--- config.mk ---
export PLATFORM = sky130hd
export DESIGN_NAME = z80_snapshot_rle_decoder_unit
export DESIGN_NICKNAME = d
export VERILOG_FILES = /design/src/z80rle_pkg.sv /design/src/z80rle_front.sv /design/src/z80rle_queue.sv /design/src/z80rle_back.sv /design/src/z80_snapshot_rle_decoder_unit.sv
export SDC_FILE = /design/constraint.sdc
export NUM_CORES = 1
export LEC_CHECK = 0
export BUFFER_PORTS_ARGS = -buffer_cell sky130_fd_sc_hd__buf_2
export CAP_MARGIN = 20
export CORE_UTILIZATION = 50
export CTS_CLUSTER_DIAMETER = 40
export DETAILED_ROUTE_END_ITERATION = 8
export PLACE_DENSITY = 0.66
export REMOVE_ABC_BUFFERS = 1
export SETUP_SLACK_MARGIN = 0.02
export SLEW_MARGIN = 20
export SYNTH_ARGS = -nofsm -noshare
export SYNTH_HDL_FRONTEND = slang
export SYNTH_SLANG_ARGS = --single-unit
--- constraint.sdc ---
create_clock -name clk -period 11.1 [get_ports clk]
set_input_delay 1.665 -clock clk [delete_from_list [all_inputs] [get_ports clk]]
set_output_delay 1.665 -clock clk [all_outputs]
set_load 0.005 [all_outputs]
--- src/z80rle_pkg.sv ---
package z80rle_pkg;

	// Width of the output limit register and of the produced-byte count.
	localparam int unsigned LIMIT_W = 17;
	localparam logic [LIMIT_W-1:0] MAX_OUTPUT  = LIMIT_W'(65536);
	localparam logic [LIMIT_W-1:0] LIMIT_RESET = LIMIT_W'(16384);

	localparam logic [7:0] RLE_MARK  = 8'hED;
	localparam logic [7:0] ZERO_BYTE = 8'h00;

	// One byte can cause at most four run descriptors.
	localparam int unsigned RES_MAX = 4;
	localparam int unsigned RIDX_W  = $clog2(RES_MAX);

	localparam int unsigned QUEUE_DEPTH = 4;
	localparam int unsigned QPTR_W      = $clog2(QUEUE_DEPTH);

	typedef enum logic [1:0] {
		STOP_NONE,
		STOP_MARK,
		STOP_ZERO,
		STOP_FULL
	} stop_t;

	typedef struct packed {
		logic [7:0] value;
		logic [7:0] rep;
	} run_t;

	// All the descriptors that one accepted byte causes.
	typedef struct packed {
		run_t [RES_MAX-1:0] runs;
		logic [RIDX_W-1:0]  last_idx;
		logic               blk_last;
		stop_t              status;
	} pkt_t;

endpackage

--- src/z80rle_front.sv ---
module z80rle_front (
	input  logic                            clk,
	input  logic                            arst_n,
	input  logic [7:0]                      data_byte,
	input  logic                            block_last,
	input  logic                            byte_valid,
	output logic                            byte_ready,
	input  logic [z80rle_pkg::LIMIT_W-1:0]  limit,
	input  logic                            q_full,
	output logic                            q_push,
	output z80rle_pkg::pkt_t                q_data
);
	import z80rle_pkg::*;

	logic [7:0]         held_q [3];
	logic [1:0]         hcnt_q;
	logic [LIMIT_W-1:0] prod_q;
	stop_t              stop_q;

	logic [LIMIT_W-1:0] eff_lim;
	logic [LIMIT_W:0]   room0;
	logic [LIMIT_W:0]   room_a;
	logic               full0;
	logic [7:0]         w [4];
	logic [7:0]         wb [3];
	logic               decide;
	logic               active;
	logic               accept;
	logic [7:0]         rep_a;
	logic               emit_a;
	run_t               run_a;
	stop_t              st_a;
	stop_t              st_b;
	logic [LIMIT_W-1:0] prod_a;
	logic [2:0]         len_b;
	logic [2:0]         k;
	logic [2:0]         n;
	run_t [RES_MAX-1:0] runs;

	always_comb begin
		eff_lim = (limit > MAX_OUTPUT) ? MAX_OUTPUT : limit;
		// Room left; the top bit flags a limit lowered below the count.
		room0   = {1'b0, eff_lim} - {1'b0, prod_q};
		full0   = room0[LIMIT_W] || (room0 == '0);

		w[0] = (hcnt_q > 2'd0) ? held_q[0] : data_byte;
		w[1] = (hcnt_q > 2'd1) ? held_q[1] : data_byte;
		w[2] = (hcnt_q > 2'd2) ? held_q[2] : data_byte;
		w[3] = data_byte;

		decide = (hcnt_q == 2'd3);
		active = (stop_q == STOP_NONE);
		rep_a  = (room0 < {{(LIMIT_W-7){1'b0}}, w[2]}) ? room0[7:0] : w[2];

		st_a   = stop_q;
		emit_a = 1'b0;
		run_a  = '0;
		prod_a = prod_q;
		room_a = room0;
		wb[0]  = w[0];
		wb[1]  = w[1];
		wb[2]  = w[2];
		len_b  = {1'b0, hcnt_q} + 3'd1;

		if (active && decide) begin
			if (full0) begin
				st_a = STOP_FULL;
			end else if (w[0] == ZERO_BYTE && w[1] == RLE_MARK && w[2] == RLE_MARK
					&& w[3] == ZERO_BYTE) begin
				st_a = STOP_MARK;
			end else if (w[0] == RLE_MARK && w[1] == RLE_MARK) begin
				if (w[2] == ZERO_BYTE) begin
					st_a = STOP_ZERO;
				end else begin
					emit_a      = 1'b1;
					run_a.value = w[3];
					run_a.rep   = rep_a;
					prod_a      = prod_q + LIMIT_W'(rep_a);
					room_a      = room0 - (LIMIT_W+1)'(rep_a);
					len_b       = 3'd0;
					if (room_a == '0) begin
						st_a = STOP_FULL;
					end
				end
			end else begin
				emit_a      = 1'b1;
				run_a.value = w[0];
				run_a.rep   = 8'd1;
				prod_a      = prod_q + LIMIT_W'(1);
				room_a      = room0 - (LIMIT_W+1)'(1);
				wb[0]       = w[1];
				wb[1]       = w[2];
				wb[2]       = w[3];
				len_b       = 3'd3;
				if (room_a == '0) begin
					st_a = STOP_FULL;
				end
			end
		end

		// Flush of the held bytes as literals on the last byte of a block.
		k    = 3'd0;
		st_b = st_a;
		if (active && block_last && st_a == STOP_NONE && len_b != 3'd0) begin
			if (room_a[LIMIT_W]) begin
				st_b = STOP_FULL;
			end else if (room_a < (LIMIT_W+1)'(len_b)) begin
				k    = room_a[2:0];
				st_b = STOP_FULL;
			end else begin
				k = len_b;
				if (room_a == (LIMIT_W+1)'(len_b)) begin
					st_b = STOP_FULL;
				end
			end
		end

		n = {2'b00, emit_a} + k;

		if (emit_a) begin
			runs[0] = run_a;
			runs[1] = '{value: wb[0], rep: 8'd1};
			runs[2] = '{value: wb[1], rep: 8'd1};
			runs[3] = '{value: wb[2], rep: 8'd1};
		end else if (n == 3'd0) begin
			runs    = '0;
		end else begin
			runs[0] = '{value: wb[0], rep: 8'd1};
			runs[1] = '{value: wb[1], rep: 8'd1};
			runs[2] = '{value: wb[2], rep: 8'd1};
			runs[3] = '0;
		end

		q_data.runs     = runs;
		q_data.last_idx = (n == 3'd0) ? '0 : RIDX_W'(n - 3'd1);
		q_data.blk_last = block_last;
		q_data.status   = block_last ? st_b : STOP_NONE;

		byte_ready = !q_full;
		accept     = byte_valid && byte_ready;
		q_push     = accept && (n != 3'd0 || block_last);
	end

	always_ff @(posedge clk or negedge arst_n) begin
		if (!arst_n) begin
			hcnt_q <= 2'd0;
			prod_q <= '0;
			stop_q <= STOP_NONE;
		end else if (accept) begin
			if (block_last) begin
				hcnt_q <= 2'd0;
				prod_q <= '0;
				stop_q <= STOP_NONE;
			end else if (active) begin
				stop_q <= st_a;
				prod_q <= prod_a;
				hcnt_q <= (st_a == STOP_NONE) ? len_b[1:0] : 2'd0;
			end
		end
	end

	always_ff @(posedge clk) begin
		if (accept && active) begin
			held_q[0] <= wb[0];
			held_q[1] <= wb[1];
			held_q[2] <= wb[2];
		end
	end

	a_stop_empties_window: assert property (@(posedge clk) disable iff (!arst_n)
		stop_q != STOP_NONE |-> hcnt_q == 2'd0)
		else $error("held bytes remain after decoding stopped");

endmodule

--- src/z80rle_queue.sv ---
module z80rle_queue (
	input  logic              clk,
	input  logic              arst_n,
	input  logic              push,
	input  z80rle_pkg::pkt_t  push_data,
	output logic              full,
	input  logic              pop,
	output z80rle_pkg::pkt_t  head,
	output logic              empty
);
	import z80rle_pkg::*;

	pkt_t              mem_q [QUEUE_DEPTH];
	logic [QPTR_W-1:0] wr_q;
	logic [QPTR_W-1:0] rd_q;
	logic [QPTR_W:0]   cnt_q;

	assign full  = (cnt_q == (QPTR_W+1)'(QUEUE_DEPTH));
	assign empty = (cnt_q == '0);
	assign head  = mem_q[rd_q];

	always_ff @(posedge clk or negedge arst_n) begin
		if (!arst_n) begin
			wr_q  <= '0;
			rd_q  <= '0;
			cnt_q <= '0;
		end else begin
			if (push) begin
				wr_q <= wr_q + QPTR_W'(1);
			end
			if (pop) begin
				rd_q <= rd_q + QPTR_W'(1);
			end
			if (push && !pop) begin
				cnt_q <= cnt_q + (QPTR_W+1)'(1);
			end else if (pop && !push) begin
				cnt_q <= cnt_q - (QPTR_W+1)'(1);
			end
		end
	end

	always_ff @(posedge clk) begin
		if (push) begin
			mem_q[wr_q] <= push_data;
		end
	end

	a_no_overflow: assert property (@(posedge clk) disable iff (!arst_n)
		push |-> !full)
		else $error("packet written into a full queue");

	a_no_underflow: assert property (@(posedge clk) disable iff (!arst_n)
		pop |-> !empty)
		else $error("packet taken from an empty queue");

endmodule

--- src/z80rle_back.sv ---
module z80rle_back (
	input  logic              clk,
	input  logic              arst_n,
	input  z80rle_pkg::pkt_t  head,
	input  logic              empty,
	output logic              pop,
	output logic              run_valid,
	input  logic              run_ready,
	output logic [7:0]        out_value,
	output logic [7:0]        repeat_res,
	output logic              run_last,
	output logic [1:0]        stop_status
);
	import z80rle_pkg::*;

	logic [RIDX_W-1:0] idx_q;
	logic              valid_q;
	logic [7:0]        value_q;
	logic [7:0]        rep_q;
	logic              last_q;
	stop_t             status_q;

	logic              load;
	logic              final_run;
	run_t              cur;

	always_comb begin
		load      = !empty && (!valid_q || run_ready);
		cur       = head.runs[idx_q];
		final_run = (idx_q == head.last_idx);
		pop       = load && final_run;
	end

	always_ff @(posedge clk or negedge arst_n) begin
		if (!arst_n) begin
			valid_q <= 1'b0;
			idx_q   <= '0;
		end else begin
			if (load) begin
				valid_q <= 1'b1;
				idx_q   <= final_run ? '0 : idx_q + RIDX_W'(1);
			end else if (run_ready) begin
				valid_q <= 1'b0;
			end
		end
	end

	always_ff @(posedge clk) begin
		if (load) begin
			value_q  <= cur.value;
			rep_q    <= cur.rep;
			last_q   <= final_run && head.blk_last;
			status_q <= (final_run && head.blk_last) ? head.status : STOP_NONE;
		end
	end

	assign run_valid   = valid_q;
	assign out_value   = value_q;
	assign repeat_res  = rep_q;
	assign run_last    = last_q;
	assign stop_status = status_q;

	a_status_on_final_only: assert property (@(posedge clk) disable iff (!arst_n)
		valid_q && !last_q |-> status_q == STOP_NONE)
		else $error("stop status on a result that is not the last of its block");

	a_empty_run_is_final: assert property (@(posedge clk) disable iff (!arst_n)
		valid_q && rep_q == 8'd0 |-> last_q)
		else $error("status-only result not marked as last of its block");

endmodule

--- src/z80_snapshot_rle_decoder_unit.sv ---
// A byte's results pass from the queue into the output register after its transfer.
// Throughput: one compressed byte per cycle while the queue is not full; a byte that causes
// several results (only the last byte of a block, up to four) holds the output for one output
// transfer per result, while the four-packet queue lets the input keep flowing behind it.
// Reset (arst_n, asynchronous, active low) empties the window, queue and output register
// and sets the output limit to 16384.
module z80_snapshot_rle_decoder_unit (
	input  logic                            clk,
	input  logic                            arst_n,
	input  logic                            cfg_we,
	input  logic [z80rle_pkg::LIMIT_W-1:0]  cfg_wdata,
	input  logic [7:0]                      data_byte,
	input  logic                            block_last,
	input  logic                            byte_valid,
	output logic                            byte_ready,
	output logic [7:0]                      out_value,
	output logic [7:0]                      repeat_res,
	output logic                            run_last,
	output logic [1:0]                      stop_status,
	output logic                            run_valid,
	input  logic                            run_ready
);
	import z80rle_pkg::*;

	// The output limit register. The user must write it only while the block is idle (the block
	// itself does not enforce this), so the decoder reads it directly without any holding copy.
	logic [LIMIT_W-1:0] limit_q;

	// Packets travel from the decoding front to the serialising back through the queue.
	logic q_push;
	logic q_pop;
	logic q_full;
	logic q_empty;
	pkt_t q_in;
	pkt_t q_head;

	always_ff @(posedge clk or negedge arst_n) begin
		if (!arst_n) begin
			limit_q <= LIMIT_RESET;
		end else if (cfg_we) begin
			limit_q <= cfg_wdata;
		end
	end

	// The front takes one byte per transfer, keeps the three-byte look-ahead window and
	// the produced count, decides the window (literal, run, end marker, zero count or full
	// output limit) and, on the last byte of a block, flushes the held bytes as literals.
	// Everything that one byte causes is written into the queue as a single packet, so
	// the front stalls only when the queue is full.
	z80rle_front u_front (
		.clk        (clk),
		.arst_n     (arst_n),
		.data_byte  (data_byte),
		.block_last (block_last),
		.byte_valid (byte_valid),
		.byte_ready (byte_ready),
		.limit      (limit_q),
		.q_full     (q_full),
		.q_push     (q_push),
		.q_data     (q_in)
	);

	z80rle_queue u_queue (
		.clk       (clk),
		.arst_n    (arst_n),
		.push      (q_push),
		.push_data (q_in),
		.full      (q_full),
		.pop       (q_pop),
		.head      (q_head),
		.empty     (q_empty)
	);

	// The back walks through the descriptors of the packet at the head of the queue,
	// one per output transfer, and marks the final descriptor of a block with the stop
	// status. Its output register is refilled in the same cycle a result is taken, if the queue is not empty.
	z80rle_back u_back (
		.clk         (clk),
		.arst_n      (arst_n),
		.head        (q_head),
		.empty       (q_empty),
		.pop         (q_pop),
		.run_valid   (run_valid),
		.run_ready   (run_ready),
		.out_value   (out_value),
		.repeat_res  (repeat_res),
		.run_last    (run_last),
		.stop_status (stop_status)
	);

endmodule
; ---- Word-level counts from Yosys, hierarchy flattened
; Memory sizes are Yosys's and may differ from the RTL's.
; Index checks and enable logic that the tools add are counted.
[totals]
reg_bits = 67
mem_bits_rw = 300
in_bits = 31
output_inout_bits = 21
wordCells = 157
n_memories = 2
[mem_list]
columns = name, words, word_bits, read_ports, rd_ports_with_merged_regs, write_ports, line
row1 = u_queue.mem_q, 4, 69, 1, 0, 1, z80rle_queue.sv:13  ; pkt_t mem_q [QUEUE_DEPTH];
row2 = u_front.held_q, 3, 8, 3, 0, 3, z80rle_front.sv:15  ; logic [7:0] held_q [3];
[op_classes]
addsub = 13
order_cmp = 7
n_eq_ne = 10
muxes = 70
reduce_logical = 42
[ops]
columns = op, n
row1 = $mux 17, 8
row2 = $mux 16, 6
row3 = $mux 24, 4
row4 = $mux 18, 5
row5 = $mux 64, 1
row6 = $logic_not 18->1, 3
row7 = $mux 48, 1
row8 = $mux 2, 19
row9 = $bmux 16 s2, 1
row10 = $mux 8, 4
row11 = $mux 3, 10
row12 = $eq 8x8->1 const B, 3
row13 = $logic_not 8->1, 3
row14 = $eq 18x3->1, 1
row15 = $lt 18x3->1, 1
row16 = $lt 18x8->1, 1
row17 = $sub 17x17->18, 1
row18 = $sub 18x1->18 const B, 1
row19 = $sub 18x8->18, 1
row20 = $add 17x1->17 const B, 1
row21 = $add 17x8->17, 1
row22 = $gt 17x17->1 const B, 1
row23 = $logic_and 1x1->1, 16
row24 = $mux 1, 11
row25 = 22 further kinds, 38

; ---- Logic depth before layout (Yosys ltp)
[depth]
word_depth = 25
depth_mapped = 49
mapped_depth_nobuf = 47

; ---- By module
; From an unflattened synthesis, not the netlist that was laid out.
[unflattened]
hier_cells = 1401
hier_area_um2 = 19200.9
[by_module_without_submodules]
columns = module, n_inst, cells_per_inst, area_per_inst_um2, seq_area_each_um2
row1 = z80rle_queue, 1, 395, 10426.2, 8463.1
row2 = z80rle_front, 1, 906, 6907.9, 1246.2
row3 = z80rle_back, 1, 64, 1179.9, 645.6
row4 = z80_snapshot_rle_decoder_unit, 1, 36, 686.9, 426.7

; ---- Worst setup path after synthesis
; OpenSTA, ideal clock, no wires.
[synth_path]
path_kind = reg2reg
startpoint = register limit_q[14]
endpoint = memory u_queue.mem_q[0][0] (netlist name) (enable)
setup_time_ns = 0.452
arrival_time_ns = 9.954
required_time_ns = 10.648
slack_ns = 0.694
stages_incl_launch_ff = 40
path_buffers = 4
synth_period_minus_slack_ns = 10.406
cell_sequence = dfstp_2 -> nor4_1 -> a41oi_1 -> nor2b_1 -> ha_1 -> clkbuf_1 -> a21o_1 -> a31o_1 -> a221o_1 -> nand2_1 -> nand3_2 -> nor4_4 -> nand3_1 -> nor2_1 -> nand2_1 -> clkbuf_1 -> o21ai_0 -> ha_1 -> (+4 left out) -> clkbuf_1 -> a211oi_1 -> a41oi_1 -> o22ai_1 -> a221o_1 -> nand4_1 -> nor4_4 -> nor2_1 -> a211oi_1 -> ha_1 -> ha_1 -> or3_1 -> nor2_1 -> mux2_4 -> a211o_4 -> a21bo_1 -> buf_6 -> nor2_1
[synth_between]
elab_chain_len = 23
word_cells_on_any_way = 41
classes_between = add/sub (4) / order compare (3) / mux (23) / reduce/logical (11)
[synth_lines]
columns = item, line
row1 = start: declaration, z80_snapshot_rle_decoder_unit.sv:27  ; logic [LIMIT_W-1:0] limit_q;
row2 = start signal: assignment, z80_snapshot_rle_decoder_unit.sv:41  ; limit_q <= cfg_wdata;
row3 = $gt 17x17->1, z80rle_front.sv:41  ; eff_lim = (limit > MAX_OUTPUT) ? MAX_OUTPUT : limit;
row4 = $mux 17 *, z80rle_front.sv:41
row5 = $sub 17x17->18 *, z80rle_front.sv:43  ; room0 = {1'b0, eff_lim} - {1'b0, prod_q};
row6 = "parallel branches: the longest is 14 deep, another holds $lt 18x8->1", --
row7 = $add 1x3->3 *, z80rle_front.sv:118  ; n = {2'b00, emit_a} + k;
row8 = $reduce_bool 3->1 *, z80rle_front.sv:141  ; q_push = accept && (n != 3'd0 || block_last);
row9 = $logic_or 1x1->1 *, z80rle_front.sv:141
row10 = $logic_and 1x1->1 *, z80rle_front.sv:141
row11 = $mux 1 *, z80rle_queue.sv:43  ; if (push) begin
row12 = $mux 1 (implied by the code) *, z80rle_queue.sv:44  ; mem_q[wr_q] <= push_data;
row13 = end: declaration, z80rle_queue.sv:13
; Mark *: on every way between the ends.

; ---- Final worst setup path
[layout_path]
startpoint = register limit_q[12]
endpoint = register u_queue.cnt_q[1]
[layout_between]
elab_chain_len = 24
word_cells_on_any_way = 44
classes_between = add/sub (4) / order compare (3) / mux (22) / reduce/logical (15)
[layout_lines]
columns = item, line
row1 = $gt 17x17->1, z80rle_front.sv:41
row2 = $mux 17 *, z80rle_front.sv:41
row3 = $sub 17x17->18 *, z80rle_front.sv:43
row4 = "parallel branches: the longest is 14 deep, another holds $lt 18x8->1", --
row5 = $add 1x3->3 *, z80rle_front.sv:118
row6 = $reduce_bool 3->1 *, z80rle_front.sv:141
row7 = $logic_or 1x1->1 *, z80rle_front.sv:141
row8 = $logic_and 1x1->1 *, z80rle_front.sv:141
row9 = via q_push, z80_snapshot_rle_decoder_unit.sv:30  ; logic q_push;
row10 = $logic_not 1->1, z80rle_queue.sv:36  ; end else if (pop && !push) begin
row11 = $logic_and 1x1->1, z80rle_queue.sv:36
row12 = $reduce_bool 2->1 (no line), --
row13 = end signal: assignment, z80rle_queue.sv:35  ; cnt_q <= cnt_q + (QPTR_W+1)'(1);
row14 = end signal: assignment, z80rle_queue.sv:37  ; cnt_q <= cnt_q - (QPTR_W+1)'(1);
row15 = end: declaration, z80rle_queue.sv:16  ; logic [QPTR_W:0] cnt_q;
; Mark *: on every way through the listed nets, which the timed path passes.
; A chain may end at the register's enable or synchronous reset.

==> results.yml <==
floorplan:
  die_y_um: 178.4
  core.rowCount: 64
  dieWidth_um: 178.4
  initial_core_util: 0.5089
  core-area_um2: 30590
  dieArea_um2: 31840
  ios: 52
synthesis:
  ys_types: 96
  synth_edf_count: 231
  synth_most_common_cell: "edfxtp_1"
  synth_area_leaders: "edfxtp_1 45%, mux4_2 8.0%, dfrtp_1 7.6%"
  synth_seq_cells: 279
  synthFlopType: "edfxtp_1"
  synth_top_area_share: 0.4456
  yosysSeqAreaShare: 0.5229
  synthTopCellsByCount: "231 x edfxtp_1, 115 x nor2_1, 107 x nand2_1"
  avgSynthCellArea_um2: 12.05
  synthCells: 1292
  async_flop_share: 0.1720
  synth_largest_area_cell: "edfxtp_1"
  syn_area_um2: 15570
  ys_warn_count: 0
timing:
  post-route-period-util: 0.9210
  hold_viol: 0
  worst_hold_slack_ns: 0.5029
  period_needed_ns: 10.22
  maxSlewHeadroom: 0.3546
  fin_ws_ns: 0.8767
  tightestPinTransition_ns: 0.9659
  max_freq_mhz: 97.82
  fin_tns_setup_ns: 0
  skew_ns: 0.01296
  setup_viol: 0
  rsz0062_at_grt: "false"
  slew_violations: 0
placement:
  dpl.hpwl_mm: 27.12
  gp_congestion: 1.014
  dp_worst_setup_slack_ns: 0.5740
  numPortBuffers: 51
  dpl-instance-area_um2: 16350
  placedCellCount: 1706
clocking:
  cts_tree: "yes"
  hold_buffers: 0
  cts_buffers: 38
  insertion_delay_ns: 0.52
  clock-sinks: 279
  cts-root-buf: "clkbuf_16"
  clock_path_buffers: 3
  clk_pin_slew_ns: 0.05
  ctsHtreeMaxLevel: 2
grt:
  antenna_found_initial: 0
  grt_max_degree: 49
  grt_pass1_wl_mm: 59.80
  grt_pass1_vias: 10950
  overflow: 0
  grtUsageTotal: 0.2463
setup_path:
  crit_family: "compound AO/OA/AOI/OAI gates"
  cp.arrival_ns: 10.63
  end_kind: "flop"
  crit_fanout: 18
  crit_top_cell: "ha_1"
  r2r_slack_ns: 0.88
  crit_type: "flop to flop"
  rr_worst_depth: 41
  cp.buffers_inverters: 3
  r2r_end: "u_queue.cnt_q[1]"
  worst_path_largest_cell_delay_ns: 0.53
  worst_path_max_delay_cell: "nor4_4"
  r2r-start: "limit_q[12]"
  crit_path_start_kind: "flop"
  cp.required_ns: 11.50
route:
  wire_per_inst_um: 21.23
  vias: 10800
  drc: 0
  via_per_inst: 6.076
  drtAntennaViolNets: 0
  drt_pre_antenna_iters: 5
  highest_layer: "met4"
  drt_iter0_drc: 994
  wl_met3_mm: 2.037
  wl_met2_mm: 17.91
  met1_length_mm: 16.37
  drt_wl_total_mm: 37.74
final_layout:
  final_nets: 1449
  design_area_um2: 17670
  finalNonFillerCells: 1778
  diodes: 0
  syn2layout_area_growth_pct: 13.51
  final_util: 0.5776
  final_layout_size_suffix_gt1_frac: 0.1925
run:
  drv_cap: 0
worst_hold_path:
  worst_hold_path.endpoint: "u_queue.cnt_q[2]"
  min-delay-start: "u_queue.cnt_q[2]"
  hold_path_depth: 1
  hold_path_class: "flop to flop"
power:
  p_leak_nw: 6.645
  total_power_mw: 4.079
  pwr_density_cell_nw_per_um2: 230.8
  ir_drop_mv: 0.1347
outcome:
  status: "finished, final reports clean"
final cells by class:
class	instances	area [um2]
clock buffers	44	1005
flip-flops and latches	279	8144
repair buffers	78	508.0
multi-input cells	902	7033
well taps	396	495.5
clock inverters	24	277.8
inverters	55	206.4
fillers	2497	12920
metal layers:
metal,global-route usage,vias to the layer above
met2,0.4083,349
met4,0.09675,0
met5,0,-
met1,0.3247,5300
met3,0.03815,102
li1,-,5052
worst max-delay path by stage:
stage	depth (start not counted)	to	start
finish	41	u_queue.cnt_q[1]	limit_q[12]
global route	42	u_queue.cnt_q[1]	limit_q[12]
CTS	39	u_queue.cnt_q[1]	limit_q[14]
detailed placement	39	u_queue.cnt_q[1]	limit_q[14]
global placement	39	u_queue.cnt_q[1]	limit_q[14]
floorplan	37	u_queue.mem_q[0][0]	limit_q[14]
placed cells by master, fill, tap and decap left out, types with 13 or more instances in the layout:
master	Yosys	final
mux2_2	20	20
mux4_2	55	55
a21o_1	18	18
nor2b_1	33	33
nor3_1	29	29
nand3_1	20	20
a21oi_1	63	62
dfrtp_1	47	45
buf_2	10	51
xnor2_1	28	28
and2_1	15	15
mux2i_1	32	32
ha_1	60	60
edfxtp_1	231	231
nor2_1	115	111
clkbuf_16	0	39
nand2_1	107	107
o21a_1	13	13
inv_1	52	52
buf_4	0	23
o21ai_0	61	59
cell families after synthesis:
group,Yosys count,share of synthesized area
buffers and inverters,111,0.02910
flip-flops,279,0.5229
multiplexers,109,0.1166
AND/OR/NAND/NOR,412,0.1340
XOR/XNOR,36,0.02122
AO/OA/AOI/OAI,281,0.1229
adder cells (fa/ha/maj),64,0.05337
where the power goes:
part           internal (mW)  leakage, nW  total, mW  switching (mW)
combinational          0.587         3.26       1.36           0.770
clock                  0.752        0.614       1.21           0.455
sequential              1.40         2.77       1.51           0.118
total                   2.74         6.65       4.08            1.34
sequential cells by signal, indices dropped and copies added, names as in the netlist:
name,flops
u_front.prod_q,17
u_queue.wr_q,2
u_front.stop_q,2
u_back.out_value,8
u_back.stop_status,2
u_queue.cnt_q,3
u_queue.rd_q,2
u_back.run_valid,1
u_front.hcnt_q,2
u_back.repeat_res,8
limit_q,17
u_back.idx_q,2
u_back.run_last,1
u_front.held_q,24
u_queue.mem_q,188
what timing repair did:
item	CTS	global route
setup buffers	0	4
gates resized for setup	0	4
endpoints found under the setup margin	0	127
Note: power is estimated with default switching activity, not from simulation.
